**config.mk**
```make
export PLATFORM = sky130hd
export DESIGN_NAME = preemptive_priority_scheduler
export DESIGN_NICKNAME = d
export VERILOG_FILES = /design/src/rtl/pps_pkg.sv /design/src/rtl/pps_table.sv /design/src/rtl/preemptive_priority_scheduler.sv
export SDC_FILE = /design/constraint.sdc
export NUM_CORES = 1
export LEC_CHECK = 0
export ABC_AREA = 0
export BUFFER_PORTS_ARGS = -buffer_cell sky130_fd_sc_hd__buf_2
export CORE_AREA = 2 2 248 250
export CTS_BUF_LIST = sky130_fd_sc_hd__clkbuf_4 sky130_fd_sc_hd__clkbuf_8 sky130_fd_sc_hd__clkbuf_16
export DETAILED_ROUTE_END_ITERATION = 8
export DIE_AREA = 0 0 250 252
export GPL_TIMING_DRIVEN = 1
export MAX_ROUTING_LAYER = met4
export PLACE_DENSITY_LB_ADDON = 0.3
export REMOVE_ABC_BUFFERS = 1
export SYNTH_ARGS = -nofsm -noshare
export SYNTH_HDL_FRONTEND = slang
export SYNTH_SLANG_ARGS = --single-unit
```
**constraint.sdc**
```tcl
create_clock -name clk -period 7.55 [get_ports clk]
set_input_delay 0.3775 -clock clk [delete_from_list [all_inputs] [get_ports clk]]
set_output_delay 0.3775 -clock clk [all_outputs]
set_load 0.02 [all_outputs]
```
**src/rtl/pps_pkg.sv**
```systemverilog
// Shared types and constants for the preemptive priority scheduler.
`default_nettype none

package pps_pkg;

  localparam int PRIO_W  = 8;
  localparam int TIME_W  = 12;
  localparam int NOW_W   = 17;
  localparam int SLOT_W  = 4;

  localparam logic [NOW_W-1:0] NOW_MAX = '1;

  // Item kind codes
  localparam logic KIND_LOAD = 1'b0;
  localparam logic KIND_TICK = 1'b1;

  // One task slot as held in the table memory
  typedef struct packed {
    logic [PRIO_W-1:0] prio;
    logic [TIME_W-1:0] arrival;
    logic [TIME_W-1:0] burst;
    logic [TIME_W-1:0] remaining;
  } entry_t;

endpackage

`default_nettype wire

```
**src/rtl/pps_table.sv**
```systemverilog
// Task slot table: synchronous memory with one read port and one write port, plus per-slot busy flags.
`default_nettype none

module pps_table #(
  parameter int SLOTS = 16,
  parameter int SW    = 4
) (
  input  wire                   clk,
  input  wire                   rst,
  input  wire                   rd_en,
  input  wire  [SW-1:0]         rd_addr,
  output pps_pkg::entry_t       rd_entry,
  output logic                  rd_busy,
  input  wire                   wr_en,
  input  wire  [SW-1:0]         wr_addr,
  input  pps_pkg::entry_t       wr_entry,
  output logic [SLOTS-1:0]      busy
);
  import pps_pkg::*;

  entry_t mem [SLOTS];

  // Memory: one read and one write a cycle, read data registered
  always_ff @(posedge clk) begin
    if (wr_en) begin
      mem[wr_addr] <= wr_entry;
    end
    if (rd_en) begin
      rd_entry <= mem[rd_addr];
      rd_busy  <= busy[rd_addr];
    end
  end

  // Busy flags double as valid bits: a slot that is not busy reads as empty
  always_ff @(posedge clk) begin
    if (rst) begin
      busy <= '0;
    end else if (wr_en) begin
      busy[wr_addr] <= (wr_entry.remaining != '0);
    end
  end

endmodule

`default_nettype wire

```
**src/rtl/preemptive_priority_scheduler.sv**
```systemverilog
// Preemptive priority scheduler top level: slot table, scan sequencer and result register.
`default_nettype none

// A load beat writes one task slot and returns its result from S_LOADOUT
// once the result register is free. A tick beat reads every slot of the
// table in turn, one per cycle, keeping the ready slot with the smallest
// priority number (lowest slot on a tie), then writes back the chosen slot
// in S_COMMIT once the result register is free. One beat is in work at a
// time; the result register lets the next beat be taken while a result waits
// for the consumer. Loads to a slot at or above SLOTS are dropped, and the
// time counter saturates at its maximum.
module preemptive_priority_scheduler #(
  parameter int SLOTS = 16
) (
  input  wire                          clk,
  input  wire                          rst,
  input  wire                          in_valid,
  output logic                         in_ready,
  input  wire                          kind,
  input  wire  [pps_pkg::SLOT_W-1:0]   slot,
  input  wire  [pps_pkg::PRIO_W-1:0]   task_priority,
  input  wire  [pps_pkg::TIME_W-1:0]   arrival,
  input  wire  [pps_pkg::TIME_W-1:0]   burst,
  output logic                         out_valid,
  input  wire                          out_ready,
  output logic                         ran,
  output logic [pps_pkg::SLOT_W-1:0]   chosen_slot,
  output logic                         finished,
  output logic [pps_pkg::NOW_W-1:0]    finish_tick,
  output logic [pps_pkg::NOW_W-1:0]    waited,
  output logic                         all_done
);
  import pps_pkg::*;

  localparam int SW = $clog2(SLOTS);
  localparam int CW = $clog2(SLOTS + 1);

  typedef enum logic [1:0] {S_IDLE, S_SCAN, S_COMMIT, S_LOADOUT} state_t;

  state_t            state;
  logic [CW-1:0]     issue_cnt;
  logic              rd_pend;
  logic [SW-1:0]     rd_idx;
  logic              found;
  logic [SW-1:0]     best_idx;
  entry_t            best;
  logic [NOW_W-1:0]  now;

  logic              accept, load_hit, out_free, commit;
  logic              rd_en, rd_busy, cand_ok, better;
  logic [SW-1:0]     rd_addr;
  entry_t            rd_entry;
  logic              wr_en;
  logic [SW-1:0]     wr_addr;
  entry_t            wr_entry;
  logic [SLOTS-1:0]  busy, busy_after;
  logic [TIME_W-1:0] rem_dec;
  logic [NOW_W-1:0]  now_next, used, wait_val;

  pps_table #(.SLOTS(SLOTS), .SW(SW)) u_table (
    .clk      (clk),
    .rst      (rst),
    .rd_en    (rd_en),
    .rd_addr  (rd_addr),
    .rd_entry (rd_entry),
    .rd_busy  (rd_busy),
    .wr_en    (wr_en),
    .wr_addr  (wr_addr),
    .wr_entry (wr_entry),
    .busy     (busy)
  );

  // Handshake
  assign in_ready = (state == S_IDLE);
  assign accept   = in_valid && in_ready;
  assign out_free = !out_valid || out_ready;
  assign load_hit = accept && (kind == KIND_LOAD) && (32'(slot) < SLOTS);
  assign commit   = (state == S_COMMIT) && out_free;

  // Scan reads, one slot a cycle
  assign rd_en   = (state == S_SCAN) && (32'(issue_cnt) < SLOTS);
  assign rd_addr = issue_cnt[SW-1:0];

  // Running minimum over ready slots; strict compare keeps the lowest slot on a tie
  assign cand_ok = rd_pend && rd_busy && (NOW_W'(rd_entry.arrival) <= now);
  assign better  = cand_ok && (!found || (rd_entry.prio < best.prio));

  // Commit arithmetic
  assign rem_dec  = best.remaining - TIME_W'(1);
  assign now_next = (now == NOW_MAX) ? now : now + NOW_W'(1);
  assign used     = NOW_W'(best.burst) + NOW_W'(best.arrival);
  assign wait_val = (now_next >= used) ? now_next - used : '0;

  // Table write: a load, or write-back of the chosen slot
  always_comb begin
    wr_en   = load_hit || (commit && found);
    wr_addr = load_hit ? SW'(slot) : best_idx;
    if (load_hit) begin
      wr_entry = '{prio: task_priority, arrival: arrival, burst: burst, remaining: burst};
    end else begin
      wr_entry = '{prio: best.prio, arrival: best.arrival, burst: best.burst,
                   remaining: rem_dec};
    end
  end

  // Busy flags as they stand after this cycle's write
  always_comb begin
    busy_after = busy;
    if (wr_en) begin
      busy_after[wr_addr] = (wr_entry.remaining != '0);
    end
  end

  // Sequencer, time counter and result register
  always_ff @(posedge clk) begin
    if (rst) begin
      state     <= S_IDLE;
      out_valid <= 1'b0;
      now       <= '0;
      found     <= 1'b0;
      rd_pend   <= 1'b0;
      issue_cnt <= '0;
    end else begin
      if (out_valid && out_ready) begin
        out_valid <= 1'b0;
      end
      unique case (state)
        S_IDLE: begin
          if (accept) begin
            issue_cnt <= '0;
            found     <= 1'b0;
            rd_pend   <= 1'b0;
            state     <= (kind == KIND_TICK) ? S_SCAN : S_LOADOUT;
          end
        end
        S_SCAN: begin
          rd_pend <= rd_en;
          rd_idx  <= rd_addr;
          if (rd_en) begin
            issue_cnt <= issue_cnt + CW'(1);
          end
          if (better) begin
            found    <= 1'b1;
            best_idx <= rd_idx;
            best     <= rd_entry;
          end
          if (rd_pend && (rd_idx == SW'(SLOTS - 1))) begin
            state <= S_COMMIT;
          end
        end
        S_COMMIT: begin
          if (out_free) begin
            now         <= now_next;
            out_valid   <= 1'b1;
            ran         <= found;
            chosen_slot <= found ? SLOT_W'(best_idx) : '0;
            finished    <= found && (rem_dec == '0);
            finish_tick <= (found && (rem_dec == '0)) ? now_next : '0;
            waited      <= (found && (rem_dec == '0)) ? wait_val : '0;
            all_done    <= ~|busy_after;
            state       <= S_IDLE;
          end
        end
        S_LOADOUT: begin
          if (out_free) begin
            out_valid   <= 1'b1;
            ran         <= 1'b0;
            chosen_slot <= '0;
            finished    <= 1'b0;
            finish_tick <= '0;
            waited      <= '0;
            all_done    <= ~|busy;
            state       <= S_IDLE;
          end
        end
        default: state <= S_IDLE;
      endcase
    end
  end

endmodule

`default_nettype wire

```
==> results.tsv <==
metric	value	unit
start_kind	flip-flop	
cts_setup_buffers	0	
rr_worst_depth	14	
synth-seq-cells	885	
synth.distinct_cells	72	
cp.arrival	5130	ps
critPathLaunch	now[0]$_SDFFE_PP0P_	
syn_inst	1920	
core.rowCount	90	
worstPathRequired	7930	ps
ios	84	
clk_pin_slew	70	ps
worst-path-buf-inv	1	
synth-edff-count	842	
floorplan.initialDensity	59.8	%
relSlewSlack	18.8	%
worst-slew-pin-transition	1180	ps
die_w	250	microns
cts_buffers	86	
maxSlewViolCount	0	
reg2reg_from	now[0]$_SDFFE_PP0P_	
area_growth	12.1	%
grt_overflow_total	0	
drc	0	
path_max_fanout	17	
path_depth	14	
worstSkewPairLatency	630	ps
drive_gt1_share	25.9	%
hold_path.class	in -> reg	
synth_ff_type	edfxtp_1	
critPathMaxStageDelay	520	ps
rsz0062_at_grt	no	
fin_nets	2139	
ys_async_sr_fraction	0	%
portBuffers	83	
antenna_found_initial	3	
antenna_left	0	
layout_min_cycle_time	4750	ps
grtUsageTotal	28.5	%
cts_tree	built	
place_hpwl	43.8	mm
cts_resized	0	
drv_cap	0	
postCtsHoldBufs	0	
grt_pass1_vias	19458	
finalSetupViolCount	0	
finalClockSkew	20.3	ps
period_share	62.9	%
dp_slack	2870	ps
power.density	255	nW/um^2
path_class	reg -> reg	
status	complete, no violations	
cp_top_family	compound AO/OA/AOI/OAI gates	
design.die.area	63000	sq um
fill_cells	3825	
layout_commonest_cell	edfxtp_1	
utilization	67.1	%
crit_path_end_kind	flip-flop	
gp_congestion	0.899	
seq_area_frac_synth	72.7	%
dieHeight	252	microns
cts-root-buf	clkbuf_16	
power	10.3	mW
peakVddDrop	0.168	mV
clock_sinks	885	
layout_common_cells	edfxtp_1 (842), mux4_2 (225), nand2_1 (129)	
dr.pass1.iters	5	
fmax	211	MHz
netlist_area	36000	sq um
htree_levels	3	
fin_setup_tns	0	ps
r2r_slack	2800	ps
fin_ws	2800	ps
grt_max_degree	133	
synth_area_per_cell	18.7	sq um
regToRegEndpoint	waited[10]$_SDFFCE_PP0P_	
hold_viol_final	0	
first_iter_violations	2565	
leakagePower	13.0	nW
crit_end	waited[10]$_SDFFCE_PP0P_	
crit_chain	ha_1 > and3_1 > nand4_1 > or2_2 > a21oi_1 > inv_1 > ha_1 > nor2b_1 > o31a_1 > o311a_1 > o211ai_1 > and3_1 > a41o_1 > and3b_1	
vias_per_cell	6.64	
cts.path.max_buffers	3	
routed_wirelength	84.9	mm
wl_per_cell	29.3	microns
ys.warnings.count	0	
grt_pass1_wl	127	mm
core	60100	sq um
slowest_stage	a41o_1	
via_count	19242	
[per-layer routing]
| metal | share of wire (%) | wire length (microns) | global-route usage (%) |
|---|---|---|---|
| met1 | 38 | 32000 | 38.5 |
| met2 | 50 | 42500 | 45.2 |
| met3 | 9.4 | 7950 | 4.50 |
| met4 | 2.9 | 2490 | 9.91 |
| met5 | 0 | 0 | - |
[through the flow]
stage	instances	hold WS, ps	area, sq um
finish	2897	110	40400
global route	2896	126	40400
CTS	2892	81.5	40300
detailed placement	2740	405	37500
global placement	2740	401	37500
floorplan	1834	400	35600
[state kept, by name, summed over array words and instances (netlist names)]
name,cells
u_table.mem,704
best,44
u_table.rd_entry,44
finish_tick,17
now,17
waited,17
u_table.busy,16
issue_cnt,5
best_idx,4
chosen_slot,4
rd_idx,4
state,2
all_done,1
finished,1
found,1
out_valid,1
ran,1
rd_pend,1
u_table.rd_busy,1
[Yosys cell counts (all sizes together) (4+ instances only)]
cell type | number | area (sq um)
a211oi | 5 | 37.5
a21o | 10 | 75.1
a21oi | 46 | 268
a31oi | 10 | 62.6
and2 | 6 | 37.5
and3 | 9 | 56.3
and4 | 4 | 35.0
buf | 31 | 168
clkbuf | 55 | 206
dfxtp | 43 | 861
edfxtp | 842 | 25300
ha | 48 | 601
inv | 37 | 139
mux2i | 4 | 40.0
mux4 | 225 | 5070
nand2 | 139 | 547
nand2b | 9 | 56.3
nand3 | 17 | 85.1
nand4 | 15 | 109
nor2 | 112 | 423
nor2b | 19 | 119
nor3 | 24 | 120
nor4 | 17 | 113
nor4b | 4 | 35.0
o211ai | 4 | 30.0
o21a | 8 | 60.1
o21ai | 46 | 230
o21bai | 4 | 30.0
o31a | 5 | 43.8
or2 | 6 | 37.5
or3 | 15 | 93.8
or4 | 6 | 45.0
xnor2 | 27 | 236
xor2 | 19 | 166
[power breakdown]
| group | total [mW] | leakage [nW] | switching (mW) | internal (mW) |
|---|---|---|---|---|
| Combinational | 0.483 | 3.56 | 0.297 | 0.187 |
| Sequential | 5.50 | 7.99 | 0.0389 | 5.46 |
| Clock | 4.32 | 1.42 | 1.75 | 2.57 |
| Total | 10.3 | 13.0 | 2.09 | 8.21 |
[area by class of cell]
| cell class | instances | area, sq um | share of cell area, % |
|---|---|---|---|
| timing repair buffer | 126 | 763 | 1.89 |
| inverter | 37 | 139 | 0.344 |
| tap | 782 | 978 | 2.42 |
| multi-input combinational | 912 | 9480 | 23.5 |
| antenna | 3 | 7.51 | 0.0186 |
| clock inverter | 36 | 393 | 0.974 |
| sequential | 885 | 26200 | 64.8 |
| clock buffer | 116 | 2440 | 6.05 |
[tightest hold or removal path: stages]
cell and delay (ps):
buf_2 70, nor2b_1 90, nor2_1 100, nor2_1 40
[logic make-up after synthesis]
logic type	after synthesis	share of synthesized area, %
adder cells (fa/ha/maj)	50	1.78
flip-flops	885	72.7
AND/OR/NAND/NOR	412	5.56
AO/OA/AOI/OAI	173	3.21
buffers and inverters	123	1.43
multiplexers	231	14.3
XOR/XNOR	46	1.12
[worst min-delay path by stage]
stage	end	cells past startpoint	slack (ps)	from
2_1_floorplan	best[0]$_DFFE_PP_	0	400	u_table.rd_entry[0]$_DFFE_PP_
5_1_grt	out_valid$_SDFF_PP0_	4	130	out_ready
6_report	out_valid$_SDFF_PP0_	4	110	out_ready
3_5_place_dp	best[23]$_DFFE_PP_	0	400	u_table.rd_entry[23]$_DFFE_PP_
4_1_cts	out_valid$_SDFF_PP0_	4	80	out_ready
3_3_place_gp	best[23]$_DFFE_PP_	0	400	u_table.rd_entry[23]$_DFFE_PP_
Note: power is estimated with default switching activity, not from simulation.
